--- src/hdl/kapd_pkg.sv ---
// Package: widths, codes, FSM states and controller/datapath command and status types.
package kapd_pkg;

    localparam int LETTER_W         = 5;
    localparam int MODE_W           = 2;
    localparam int LETTER_COUNT_DEF = 26;
    localparam int MAX_CYCLE_DEF    = 32;

    typedef enum logic [MODE_W-1:0] {
        MODE_KEY    = 2'd0,
        MODE_CYCLE  = 2'd1,
        MODE_CIPHER = 2'd2,
        MODE_CLEAR  = 2'd3
    } mode_t;

    typedef enum logic [2:0] {
        ST_IDLE,
        ST_FILL,
        ST_KEY,
        ST_POSK,
        ST_SUB,
        ST_OUT
    } state_t;

    typedef struct packed {
        logic clear;
        logic place_in;
        logic cyc_wr;
        logic ct_latch;
        logic fill_start;
        logic fill_step;
        logic key_rd;
        logic posk_rd;
        logic sub_rd;
        logic out_load;
    } cmd_t;

    typedef struct packed {
        logic letter_ok;
        logic complete;
        logic len_zero;
        logic fill_last;
        logic out_free;
    } status_t;

endpackage

--- src/hdl/kapd_in_if.sv ---
// Input request channel: mode and letter with valid/ready.
interface kapd_in_if;
    logic                          valid;
    logic                          ready;
    logic [kapd_pkg::MODE_W-1:0]   mode;
    logic [kapd_pkg::LETTER_W-1:0] letter;

    modport source (output valid, output mode, output letter, input ready);
    modport sink   (input valid, input mode, input letter, output ready);
endinterface

--- src/hdl/kapd_out_if.sv ---
// Result request channel: plaintext letter and status with valid/ready.
interface kapd_out_if;
    logic                          valid;
    logic                          ready;
    logic [kapd_pkg::LETTER_W-1:0] plain_letter;
    logic                          status;

    modport source (output valid, output plain_letter, output status, input ready);
    modport sink   (input valid, input plain_letter, input status, output ready);
endinterface

--- src/hdl/kapd_datapath.sv ---
// Datapath: alphabet and cycle stores, position arithmetic, output register.
module kapd_datapath #(
    parameter int LETTER_COUNT = kapd_pkg::LETTER_COUNT_DEF,
    parameter int MAX_CYCLE    = kapd_pkg::MAX_CYCLE_DEF
) (
    input  logic                          clk,
    input  logic                          rst_n,
    input  logic [kapd_pkg::LETTER_W-1:0] in_letter,
    input  kapd_pkg::cmd_t                cmd,
    output kapd_pkg::status_t             sts,
    input  logic                          out_ready,
    output logic                          out_valid,
    output logic [kapd_pkg::LETTER_W-1:0] out_plain_letter,
    output logic                          out_status
);

    localparam int POS_W  = $clog2(LETTER_COUNT);
    localparam int CNT_W  = $clog2(LETTER_COUNT + 1);
    localparam int CLEN_W = $clog2(MAX_CYCLE + 1);
    localparam int CIDX_W = (MAX_CYCLE > 1) ? $clog2(MAX_CYCLE) : 1;

    logic [LETTER_COUNT-1:0] pos_valid_reg;
    logic [CNT_W-1:0]        placed_count_reg;
    logic                    complete_reg;
    logic [CLEN_W-1:0]       cycle_length_reg;
    logic [CIDX_W-1:0]       cycle_index_reg;
    logic [POS_W-1:0]        walk_reg;
    logic                    out_valid_reg;

    logic [POS_W-1:0]                ct_reg;
    logic [POS_W-1:0]                pc_reg;
    logic [kapd_pkg::LETTER_W-1:0]   out_plain_reg;
    logic                            out_status_reg;

    logic [POS_W-1:0]              pos_mem   [LETTER_COUNT];
    logic [kapd_pkg::LETTER_W-1:0] alpha_mem [LETTER_COUNT];
    logic [POS_W-1:0]              cycle_mem [MAX_CYCLE];
    logic [POS_W-1:0]              pos_rd_reg;
    logic [kapd_pkg::LETTER_W-1:0] alpha_rd_reg;
    logic [POS_W-1:0]              cycle_rd_reg;

    logic              letter_ok;
    logic [POS_W-1:0]  in_idx;
    logic              full;
    logic              cyc_full;
    logic              place_en;
    logic [POS_W-1:0]  place_letter;
    logic [POS_W-1:0]  k_idx;
    logic [POS_W-1:0]  pos_rd_addr;
    logic [POS_W:0]    diff;
    logic [POS_W-1:0]  p_idx;
    logic [CLEN_W-1:0] idx_inc;
    logic              fill_last;

    assign letter_ok = (32'(in_letter) < LETTER_COUNT);
    assign in_idx    = in_letter[POS_W-1:0];
    assign full      = (placed_count_reg == CNT_W'(LETTER_COUNT));
    assign cyc_full  = (cycle_length_reg == CLEN_W'(MAX_CYCLE));
    assign fill_last = (walk_reg == POS_W'(LETTER_COUNT - 1));

    // one placement source at a time: keyword request or completion walk
    always_comb
    begin
        place_letter = walk_reg;
        place_en     = 1'b0;
        if (cmd.place_in)
        begin
            place_letter = in_idx;
            place_en     = !pos_valid_reg[in_idx] && !full;
        end
        else if (cmd.fill_step)
        begin
            place_letter = walk_reg;
            place_en     = !pos_valid_reg[walk_reg] && !full;
        end
    end

    // indicator letter, forced to zero if never a real letter
    assign k_idx       = (32'(cycle_rd_reg) < LETTER_COUNT) ? cycle_rd_reg : '0;
    assign pos_rd_addr = cmd.key_rd ? ct_reg : k_idx;

    // (pc - pk) mod LETTER_COUNT, sum stays below twice the modulus
    assign diff  = {1'b0, pc_reg} + (POS_W + 1)'(LETTER_COUNT) - {1'b0, pos_rd_reg};
    assign p_idx = (32'(diff) >= LETTER_COUNT) ?
                   POS_W'(diff - (POS_W + 1)'(LETTER_COUNT)) : diff[POS_W-1:0];

    assign idx_inc = CLEN_W'(cycle_index_reg) + CLEN_W'(1);

    always_ff @(posedge clk or negedge rst_n)
    begin
        if (!rst_n)
        begin
            pos_valid_reg    <= '0;
            placed_count_reg <= '0;
            complete_reg     <= 1'b0;
            cycle_length_reg <= '0;
            cycle_index_reg  <= '0;
            walk_reg         <= '0;
            out_valid_reg    <= 1'b0;
        end
        else
        begin
            if (cmd.clear)
            begin
                pos_valid_reg    <= '0;
                placed_count_reg <= '0;
                complete_reg     <= 1'b0;
                cycle_length_reg <= '0;
                cycle_index_reg  <= '0;
            end
            if (place_en)
            begin
                pos_valid_reg[place_letter] <= 1'b1;
                placed_count_reg            <= placed_count_reg + CNT_W'(1);
            end
            if (cmd.fill_start)
                walk_reg <= '0;
            else if (cmd.fill_step)
            begin
                walk_reg <= walk_reg + POS_W'(1);
                if (fill_last)
                    complete_reg <= 1'b1;
            end
            if (cmd.cyc_wr && !cyc_full)
                cycle_length_reg <= cycle_length_reg + CLEN_W'(1);
            if (cmd.sub_rd)
            begin
                if (idx_inc >= cycle_length_reg)
                    cycle_index_reg <= '0;
                else
                    cycle_index_reg <= idx_inc[CIDX_W-1:0];
            end
            if (cmd.out_load)
                out_valid_reg <= 1'b1;
            else if (out_ready)
                out_valid_reg <= 1'b0;
        end
    end

    always_ff @(posedge clk)
    begin
        if (cmd.ct_latch)
            ct_reg <= in_idx;
        if (cmd.posk_rd)
            pc_reg <= pos_rd_reg;
        if (cmd.out_load)
        begin
            out_plain_reg  <= (cycle_length_reg == '0) ? '0 : alpha_rd_reg;
            out_status_reg <= (cycle_length_reg == '0);
        end
    end

    // letter -> position store
    always_ff @(posedge clk)
    begin
        if (place_en)
            pos_mem[place_letter] <= placed_count_reg[POS_W-1:0];
        if (cmd.key_rd || cmd.posk_rd)
            pos_rd_reg <= pos_mem[pos_rd_addr];
    end

    // position -> letter store
    always_ff @(posedge clk)
    begin
        if (place_en)
            alpha_mem[placed_count_reg[POS_W-1:0]] <= kapd_pkg::LETTER_W'(place_letter);
        if (cmd.sub_rd)
            alpha_rd_reg <= alpha_mem[p_idx];
    end

    // indicator store
    always_ff @(posedge clk)
    begin
        if (cmd.cyc_wr && !cyc_full)
            cycle_mem[cycle_length_reg[CIDX_W-1:0]] <= in_idx;
        if (cmd.key_rd)
            cycle_rd_reg <= cycle_mem[cycle_index_reg];
    end

    assign sts.letter_ok = letter_ok;
    assign sts.complete  = complete_reg;
    assign sts.len_zero  = (cycle_length_reg == '0);
    assign sts.fill_last = fill_last;
    assign sts.out_free  = !out_valid_reg || out_ready;

    assign out_valid        = out_valid_reg;
    assign out_plain_letter = out_plain_reg;
    assign out_status       = out_status_reg;

endmodule

--- src/hdl/kapd_ctrl.sv ---
// Controller: sequences each request through the datapath.
module kapd_ctrl (
    input  logic                        clk,
    input  logic                        rst_n,
    input  logic                        in_valid,
    input  logic [kapd_pkg::MODE_W-1:0] in_mode,
    output logic                        in_ready,
    input  kapd_pkg::status_t           sts,
    output kapd_pkg::cmd_t              cmd
);

    kapd_pkg::state_t state_reg;
    kapd_pkg::state_t state_next;

    always_ff @(posedge clk or negedge rst_n)
    begin
        if (!rst_n)
            state_reg <= kapd_pkg::ST_IDLE;
        else
            state_reg <= state_next;
    end

    always_comb
    begin
        state_next = state_reg;
        cmd        = '0;
        in_ready   = 1'b0;
        case (state_reg)
            kapd_pkg::ST_IDLE:
            begin
                in_ready = 1'b1;
                if (in_valid)
                begin
                    case (kapd_pkg::mode_t'(in_mode))
                        kapd_pkg::MODE_CLEAR:
                            cmd.clear = 1'b1;
                        kapd_pkg::MODE_KEY:
                            cmd.place_in = sts.letter_ok && !sts.complete;
                        kapd_pkg::MODE_CYCLE:
                            cmd.cyc_wr = sts.letter_ok && !sts.complete;
                        kapd_pkg::MODE_CIPHER:
                        begin
                            if (sts.letter_ok)
                            begin
                                cmd.ct_latch = 1'b1;
                                if (sts.complete)
                                    state_next = kapd_pkg::ST_KEY;
                                else
                                begin
                                    cmd.fill_start = 1'b1;
                                    state_next     = kapd_pkg::ST_FILL;
                                end
                            end
                        end
                        default:
                            cmd = '0;
                    endcase
                end
            end
            kapd_pkg::ST_FILL:
            begin
                cmd.fill_step = 1'b1;
                if (sts.fill_last)
                    state_next = kapd_pkg::ST_KEY;
            end
            kapd_pkg::ST_KEY:
            begin
                if (sts.len_zero)
                    state_next = kapd_pkg::ST_OUT;
                else
                begin
                    cmd.key_rd = 1'b1;
                    state_next = kapd_pkg::ST_POSK;
                end
            end
            kapd_pkg::ST_POSK:
            begin
                cmd.posk_rd = 1'b1;
                state_next  = kapd_pkg::ST_SUB;
            end
            kapd_pkg::ST_SUB:
            begin
                cmd.sub_rd = 1'b1;
                state_next = kapd_pkg::ST_OUT;
            end
            kapd_pkg::ST_OUT:
            begin
                if (sts.out_free)
                begin
                    cmd.out_load = 1'b1;
                    state_next   = kapd_pkg::ST_IDLE;
                end
            end
            default:
                state_next = kapd_pkg::ST_IDLE;
        endcase
    end

endmodule

--- src/hdl/keyed_alphabet_periodic_decrypt.sv ---
// Keyword, cycleword, clear and out-of-alphabet ciphertext requests finish in the accept
// cycle; a ciphertext letter of the alphabet holds ready low until the controller is idle,
// reading the single-port position store twice in turn (with a cycleword), then the
// alphabet store. The first one after reset or clear also runs the walk that appends
// unplaced letters, one letter per cycle. rst_n is asynchronous, active low, and empties
// alphabet, cycleword and output; store contents are not cleared, valid bits guard them.
module keyed_alphabet_periodic_decrypt #(
    parameter int LETTER_COUNT = kapd_pkg::LETTER_COUNT_DEF,
    parameter int MAX_CYCLE    = kapd_pkg::MAX_CYCLE_DEF
) (
    input  logic      clk,
    input  logic      rst_n,
    kapd_in_if.sink   item,
    kapd_out_if.source result
);

    // command and status between controller and datapath
    kapd_pkg::cmd_t    cmd;
    kapd_pkg::status_t sts;

    // Controller: idle state takes requests; keyword, cycleword and clear finish in the accept
    // cycle, ciphertext walks FILL (once), KEY, POSK, SUB, OUT (KEY, OUT with no cycleword).
    kapd_ctrl u_ctrl (
        .clk      (clk),
        .rst_n    (rst_n),
        .in_valid (item.valid),
        .in_mode  (item.mode),
        .in_ready (item.ready),
        .sts      (sts),
        .cmd      (cmd)
    );

    // Datapath: position and alphabet stores, indicator store, mod subtract and the
    // result register, which lets a new request in while a result waits.
    kapd_datapath #(
        .LETTER_COUNT (LETTER_COUNT),
        .MAX_CYCLE    (MAX_CYCLE)
    ) u_datapath (
        .clk              (clk),
        .rst_n            (rst_n),
        .in_letter        (item.letter),
        .cmd              (cmd),
        .sts              (sts),
        .out_ready        (result.ready),
        .out_valid        (result.valid),
        .out_plain_letter (result.plain_letter),
        .out_status       (result.status)
    );

endmodule

--- src/flat_wrapper.sv ---
// flat-port wrapper written by rule: the top's interface ports become plain ports
module keyed_alphabet_periodic_decrypt_flat 
#(
    parameter int LETTER_COUNT = kapd_pkg::LETTER_COUNT_DEF,
    parameter int MAX_CYCLE    = kapd_pkg::MAX_CYCLE_DEF
)
  (clk, rst_n, item_valid, item_mode, item_letter, item_ready, result_valid, result_plain_letter, result_status, result_ready);
  kapd_in_if item_i ();
  kapd_out_if result_i ();
  input  logic clk;
  input  logic rst_n;
  input wire logic [$bits(item_i.valid)-1:0] item_valid;
  input wire logic [$bits(item_i.mode)-1:0] item_mode;
  input wire logic [$bits(item_i.letter)-1:0] item_letter;
  output wire logic [$bits(item_i.ready)-1:0] item_ready;
  output wire logic [$bits(result_i.valid)-1:0] result_valid;
  output wire logic [$bits(result_i.plain_letter)-1:0] result_plain_letter;
  output wire logic [$bits(result_i.status)-1:0] result_status;
  input wire logic [$bits(result_i.ready)-1:0] result_ready;
  assign item_i.valid = item_valid;
  assign item_i.mode = item_mode;
  assign item_i.letter = item_letter;
  assign item_ready = item_i.ready;
  assign result_valid = result_i.valid;
  assign result_plain_letter = result_i.plain_letter;
  assign result_status = result_i.status;
  assign result_i.ready = result_ready;
  keyed_alphabet_periodic_decrypt #(.LETTER_COUNT(LETTER_COUNT), .MAX_CYCLE(MAX_CYCLE)) u_core (.clk(clk), .rst_n(rst_n), .item(item_i), .result(result_i));
endmodule
--- config.mk ---
export PLATFORM = sky130hd
export DESIGN_NAME = keyed_alphabet_periodic_decrypt_flat
export DESIGN_NICKNAME = d
export VERILOG_FILES = /design/src/hdl/kapd_pkg.sv /design/src/hdl/kapd_in_if.sv /design/src/hdl/kapd_out_if.sv /design/src/hdl/kapd_datapath.sv /design/src/hdl/kapd_ctrl.sv /design/src/hdl/keyed_alphabet_periodic_decrypt.sv /design/src/flat_wrapper.sv
export SDC_FILE = /design/constraint.sdc
export NUM_CORES = 1
export LEC_CHECK = 0
export BUFFER_PORTS_ARGS = -buffer_cell sky130_fd_sc_hd__buf_2
export CORE_ASPECT_RATIO = 0.75
export CORE_MARGIN = 4
export CORE_UTILIZATION = 34
export CTS_CLUSTER_DIAMETER = 30
export DETAILED_ROUTE_END_ITERATION = 6
export SKIP_CTS_REPAIR_TIMING = 1
export SLEW_MARGIN = 10
export SYNTH_ARGS = -nofsm -noshare
export SYNTH_HDL_FRONTEND = slang
export SYNTH_HIERARCHICAL = 1
export SYNTH_SLANG_ARGS = --single-unit
--- constraint.sdc ---
create_clock -name clk -period 5.4 [get_ports clk]
set_input_delay 1.62 -clock clk [delete_from_list [all_inputs] [get_ports clk]]
set_output_delay 1.62 -clock clk [all_outputs]
set_load 0.05 [all_outputs]
### Word level (Yosys, flattened, before mapping)

Memory sizes are Yosys's and may differ from the RTL's. A register that Yosys moved wholly into a read port is not among the register bits.
Cells that the tools add are included.

| storage, ports and cells | value |
|---|---|
| bits in registers | 68 |
| RAM bits | 420 |
| bits of input ports | 11 |
| output and inout bits | 8 |
| word-level logic and storage cells | 125 |
| memories kept | 3 |

| operators by class | value |
|---|---|
| add/sub/neg operators | 7 |
| magnitude comparators | 8 |
| eq/ne operators | 16 |
| multiplexer cells | 56 |
| bitwise logic cells | 1 |
| reductions and logical operators | 22 |

Memory list:

| name | words | bits a word | read ports | clocked after Yosys merged registers in | write ports | RTL line | text |
|---|---|---|---|---|---|---|---|
| u_core.u_datapath.cycle_mem | 32 | 5 | 1 | 1 | 1 | kapd_datapath.sv:37 | `logic [POS_W-1:0] cycle_mem [MAX_CYCLE];` |
| u_core.u_datapath.alpha_mem | 26 | 5 | 1 | 1 | 1 | kapd_datapath.sv:36 | `logic [kapd_pkg::LETTER_W-1:0] alpha_mem [LETTER_COUNT];` |
| u_core.u_datapath.pos_mem | 26 | 5 | 1 | 1 | 1 | kapd_datapath.sv:35 | `logic [POS_W-1:0] pos_mem [LETTER_COUNT];` |

Operators with widths:

| operator | count |
|---|---|
| $mux 5 | 11 |
| $mux 26 | 2 |
| $or 26x26->26 | 1 |
| $mux 1 | 22 |
| $lt 5x6->1 const B | 3 |
| $mux 3 | 6 |
| $pmux 3 s6 | 1 |
| $mux 6 | 2 |
| $add 5x1->5 const B | 2 |
| $bmux 1 s5 | 2 |
| $eq 5x5->1 const B | 2 |
| $lt 5x5->1 const B | 2 |
| $mux 10 | 1 |
| $pmux 1 s2 | 5 |
| $reduce_bool 2->1 | 5 |
| $add 5x1->6 const B | 1 |
| $add 5x5->6 const B | 1 |
| $add 6x1->6 const B | 1 |
| $eq 3x2->1 const B | 2 |
| $eq 3x3->1 const B | 2 |
| $eq 6x6->1 const B | 1 |
| $ge 6x5->1 const B | 1 |
| $ge 6x6->1 | 1 |
| $logic_not 1->1 | 6 |
| other kinds (16) | 27 |

### Depth between registers and ports, before layout

| depth | value |
|---|---|
| depth after elaboration | 12 |
| depth in mapped cells | 15 |
| depth with buffers taken out | 13 |

### Hierarchy

The synthesis kept the hierarchy.

By module, submodules not included:

| module | times used | cells each | area each (um2) | sequential area each (um2) |
|---|---|---|---|---|
| kapd_datapath | 1 | 1373 | 21156.5 | 14769.2 |
| kapd_ctrl | 1 | 38 | 306.5 | 75.1 |

### Worst setup path before layout

No wires, ideal clock.

| path | value |
|---|---|
| path type | input to register |
| start point | input port item_letter[1] |
| end point | memory u_core/u_datapath/pos_mem[7][0] in the netlist's numbering, enable pin |
| setup time | 0.340 ns |
| arrival time | 4.006 ns |
| required time | 5.060 ns |
| path slack | 1.054 ns |
| stages on the path | 10 |
| buffers on the path | 4 |
| cells stage by stage | clkbuf_1 -> o211ai_1 -> buf_4 -> nor4b_1 -> and3_1 -> clkbuf_1 -> mux2_2 -> nand3b_2 -> buf_2 -> nor2_1 |

RTL lines:

| item | RTL line | text |
|---|---|---|
| from (decl) | flat_wrapper.sv:14 | `input wire logic [$bits(item_i.letter)-1:0] item_letter;` |
| to (decl) | kapd_datapath.sv:35 |  |

### Worst setup path after layout

| path | value |
|---|---|
| start point | register u_core.u_datapath.pos_rd_reg[1] (read register of u_core.u_datapath.pos_mem) |
| end point | register u_core/u_datapath/alpha_rd_reg[3] in the netlist's numbering (read register of u_core.u_datapath.alpha_mem), data pin |

| between the ends | value |
|---|---|
| word-level cells in the longest chain between the ends | 3 |
| elaborated cells on any way between the ends | 4 |
| those cells by class | add/sub (2); order compare (1); mux (1) |

Ends and longest elaborated chain:

| item | RTL line | text |
|---|---|---|
| from (decl) | kapd_datapath.sv:38 | `logic [POS_W-1:0] pos_rd_reg;` |
| $sub 6x5->6 (*) | kapd_datapath.sv:83 | `assign diff = {1'b0, pc_reg} + (POS_W + 1)'(LETTER_COUNT) - {1'b0, pos_rd_reg};` |
| $sub 5x5->5 or $ge 6x5->1 (tied branches) | kapd_datapath.sv:85, kapd_datapath.sv:84 |  |
| $mux 5 (*) | kapd_datapath.sv:84 | `assign p_idx = (32'(diff) >= LETTER_COUNT) ?` |
| to (decl) | kapd_datapath.sv:39 | `logic [kapd_pkg::LETTER_W-1:0] alpha_rd_reg;` |

Mark *: on every way between the ends. The rest lies on a longest branch, timed or not.
A chain may end at the register's enable or synchronous reset.

==> results.cfg <==
[synthesis]
ys_ff_latch = 503
synth_area_um2 = 21500
ys_seq_area_frac = 0.692
synth_xor_area_frac = 0.00653
synth.area.top_cells = edfxtp_1, dfrtp_1, mux4_2
yosysWarnings = 6
synthAdderAreaFrac = 0.0167
synth_top_cell_by_area = edfxtp_1
synth.top_cell.area_share = 0.631
synthSimpleGateAreaFrac = 0.0815
synth_top_family_by_area = multiplexers
synth_common_cells = edfxtp_1, nand2_1, nor2_1
netlist_instances = 1411
synthMuxAreaShare = 0.0943
synthArstFlopShare = 0.103
synth_ff_type = edfxtp_1
synth-compound-area-share = 0.0852
synth_cell_types = 70
synth.most_common_cell = edfxtp_1
synth_edf_count = 451
synth_nets = 1450
synth.avg_cell_area_um2 = 15.2

[clock_tree]
clk_latency_ns = 0.63
numCtsBuffers = 92
cts_buffer_depth = 3
clkSinkCount = 503
root_buffer = clkbuf_16
path_clk_slew_ns = 0.05
cts_tree = done
cts-htree-levels = 3

[timing]
rsz0062_at_grt = no
max_slew_margin = 0.242
finalMaxSlewViolations = 0
hold_violations = 0
worstMarginPinSlew_ns = 1.14
max_freq_mhz = 224
final.setup.tns_ns = 0
layout_worst_path_cycle_share = 0.827
clock_skew_ns = 0.0329
setup_viol = 0
min_period_ns = 4.47

[cells_and_area]
diodes = 0
drive_above_1_share = 0.190
final_core_util = 0.414
largest_reg_flops = 160
syn2layout_area_growth_pct = 20.1
fill_cells = 5497
stdcell_count = 2356
nNetsFinal = 1508

[pwr]
power_density_nw_per_um2 = 583
ir_drop_uv = 331
leakage_uw = 0.00868
internal_power_uw = 10300
p_seq_frac = 0.360
p_switching_uw = 4740
p_comb_frac = 0.240
swShare = 0.316
clkPwrFrac = 0.400
p_total_uw = 15000

[place]
gp_congestion = 0.863
place_inst = 2185
io_buffers = 18
hpwl_mm = 32.5

[critical_path]
end_kind = flip-flop
cp.arrival_ns = 4.82
worst_ep_required_time_ns = 5.76
cp-start-kind = flip-flop
critPathMaxFanout = 16
criticalPathCategory = reg2reg

[drt]
ant_nets = 0
wl_met3_mm = 4.73
dr.pass1.iters = 5
highest_layer = met5
vias_per_cell = 5.32
drc = 0
drt_iter0_markers = 1323
vias = 12500
finalWirelength_mm = 50.1
met2RoutedLength_mm = 21.2
wl_met1_mm = 23.2
wl_per_cell_um = 21.3

[grt]
track_usage = 0.150
grt_pass1_wl_mm = 76.7
grt_pass1_vias = 12300
grt_max_degree = 61
gr-total-overflow = 0
antenna_found_initial = 9

[die]
die_w_um = 298
row_count = 79
die_h_um = 226
dieArea_um2 = 67300
start_util = 0.345
io_pins = 19
core-area_um2 = 62300

[status]
status = finished clean

[job]
cap_viol_max_count = 0

[min_path]
worstHoldPathType = reg2reg
## final cells by class
| type | instances | area, um^2 | share of cell area |
|---|---|---|---|
| multi-input cells | 789 | 6140 | 0.238 |
| clock buffers | 99 | 2390 | 0.0928 |
| flip-flops and latches | 503 | 14900 | 0.576 |
| inverters | 35 | 131 | 0.00510 |
| clock inverters | 72 | 931 | 0.0361 |
| well taps | 810 | 1010 | 0.0393 |
| repair buffers | 48 | 315 | 0.0122 |
## cells in the final DEF (no fill, tap or decap), types with 18 or more instances in the layout
| cell type | Yosys | routed |
|---|---|---|
| a211oi_1 | 54 | 54 |
| edfxtp_1 | 451 | 451 |
| o221ai_1 | 25 | 25 |
| and2_1 | 25 | 25 |
| inv_1 | 34 | 34 |
| a21oi_1 | 25 | 25 |
| nand2_1 | 138 | 138 |
| mux4_2 | 46 | 46 |
| mux2i_1 | 56 | 55 |
| o21ai_0 | 26 | 25 |
| clkbuf_16 | 0 | 95 |
| o2bb2ai_1 | 26 | 26 |
| buf_2 | 8 | 18 |
| dfrtp_1 | 52 | 48 |
| nor2_1 | 113 | 113 |
| a31oi_1 | 20 | 20 |
| buf_4 | 4 | 30 |
| ha_1 | 27 | 26 |
## logic make-up (layout without fill, tap and decap cells)
kind of cell	after synthesis	in the layout
AO/OA/AOI/OAI	248	248
XOR/XNOR	13	13
adder cells (fa/ha/maj)	28	28
buffers and inverters	119	254
flip-flops	503	503
multiplexers	125	125
AND/OR/NAND/NOR	375	375
## power groups by stage
| stage | clock network [uW] | logic [uW] | registers, uW |
|---|---|---|---|
| floorplan | 0 | 2590 | 5210 |
| global placement | 0 | 3550 | 5480 |
| detailed placement | 0 | 3590 | 5470 |
| CTS | 6110 | 3610 | 5410 |
| global route | 6340 | 3920 | 5460 |
| finish | 6000 | 3600 | 5410 |
## critical path, cell delays in order, from the launching register on
cell	delay, ns
edfxtp_1	0.39
ha_1	0.29
inv_1	0.04
ha_1	0.21
fa_1	0.44
xor2_2	0.28
o21ai_2	0.12
o32a_1	0.54
xnor2_4	0.59
mux4_1	0.62
nand2_1	0.09
o211ai_1	0.22
a32o_1	0.37
## through the flow
step	area (um^2)	setup WS (ns)	hold slack [ns]
final	25800	0.934	0.451
after global routing	25800	0.563	0.470
after CTS	25800	0.921	0.455
after detailed placement	22400	0.548	0.440
after global placement	22400	0.557	0.443
after floorplan	21500	1.05	0.426
## per-layer routing
metal	vias up	GRT usage
li1	5657	-
met1	6317	0.222
met2	487	0.209
met3	71	0.0507
met4	4	0.0407
met5	-	0
## worst paths after layout
kind / cells past startpoint / slack (ns) / start / endpoint
max: 12 / 0.93 / u_core/u_datapath/pos_rd_reg[1]$_DFFE_PP_ / u_core/u_datapath/alpha_rd_reg[3]$_DFFE_PP_
min: 0 / 0.45 / u_core/u_datapath/pos_rd_reg[2]$_DFFE_PP_ / u_core/u_datapath/pc_reg[2]$_DFFE_PP_
max reg2reg: 12 / 0.93 / u_core/u_datapath/pos_rd_reg[1]$_DFFE_PP_ / u_core/u_datapath/alpha_rd_reg[3]$_DFFE_PP_
min reg2reg: 0 / 0.45 / u_core/u_datapath/pos_rd_reg[2]$_DFFE_PP_ / u_core/u_datapath/pc_reg[2]$_DFFE_PP_
max in group asynchronous: 2 / 3.52 / rst_n / u_core/u_datapath/cycle_index_reg[0]$_DFFE_PN0P_
min in group asynchronous: 1 / 0.97 / rst_n / u_core/u_datapath/placed_count_reg[0]$_DFFE_PN0P_
No activity file was read; power rests on OpenSTA's default activity.
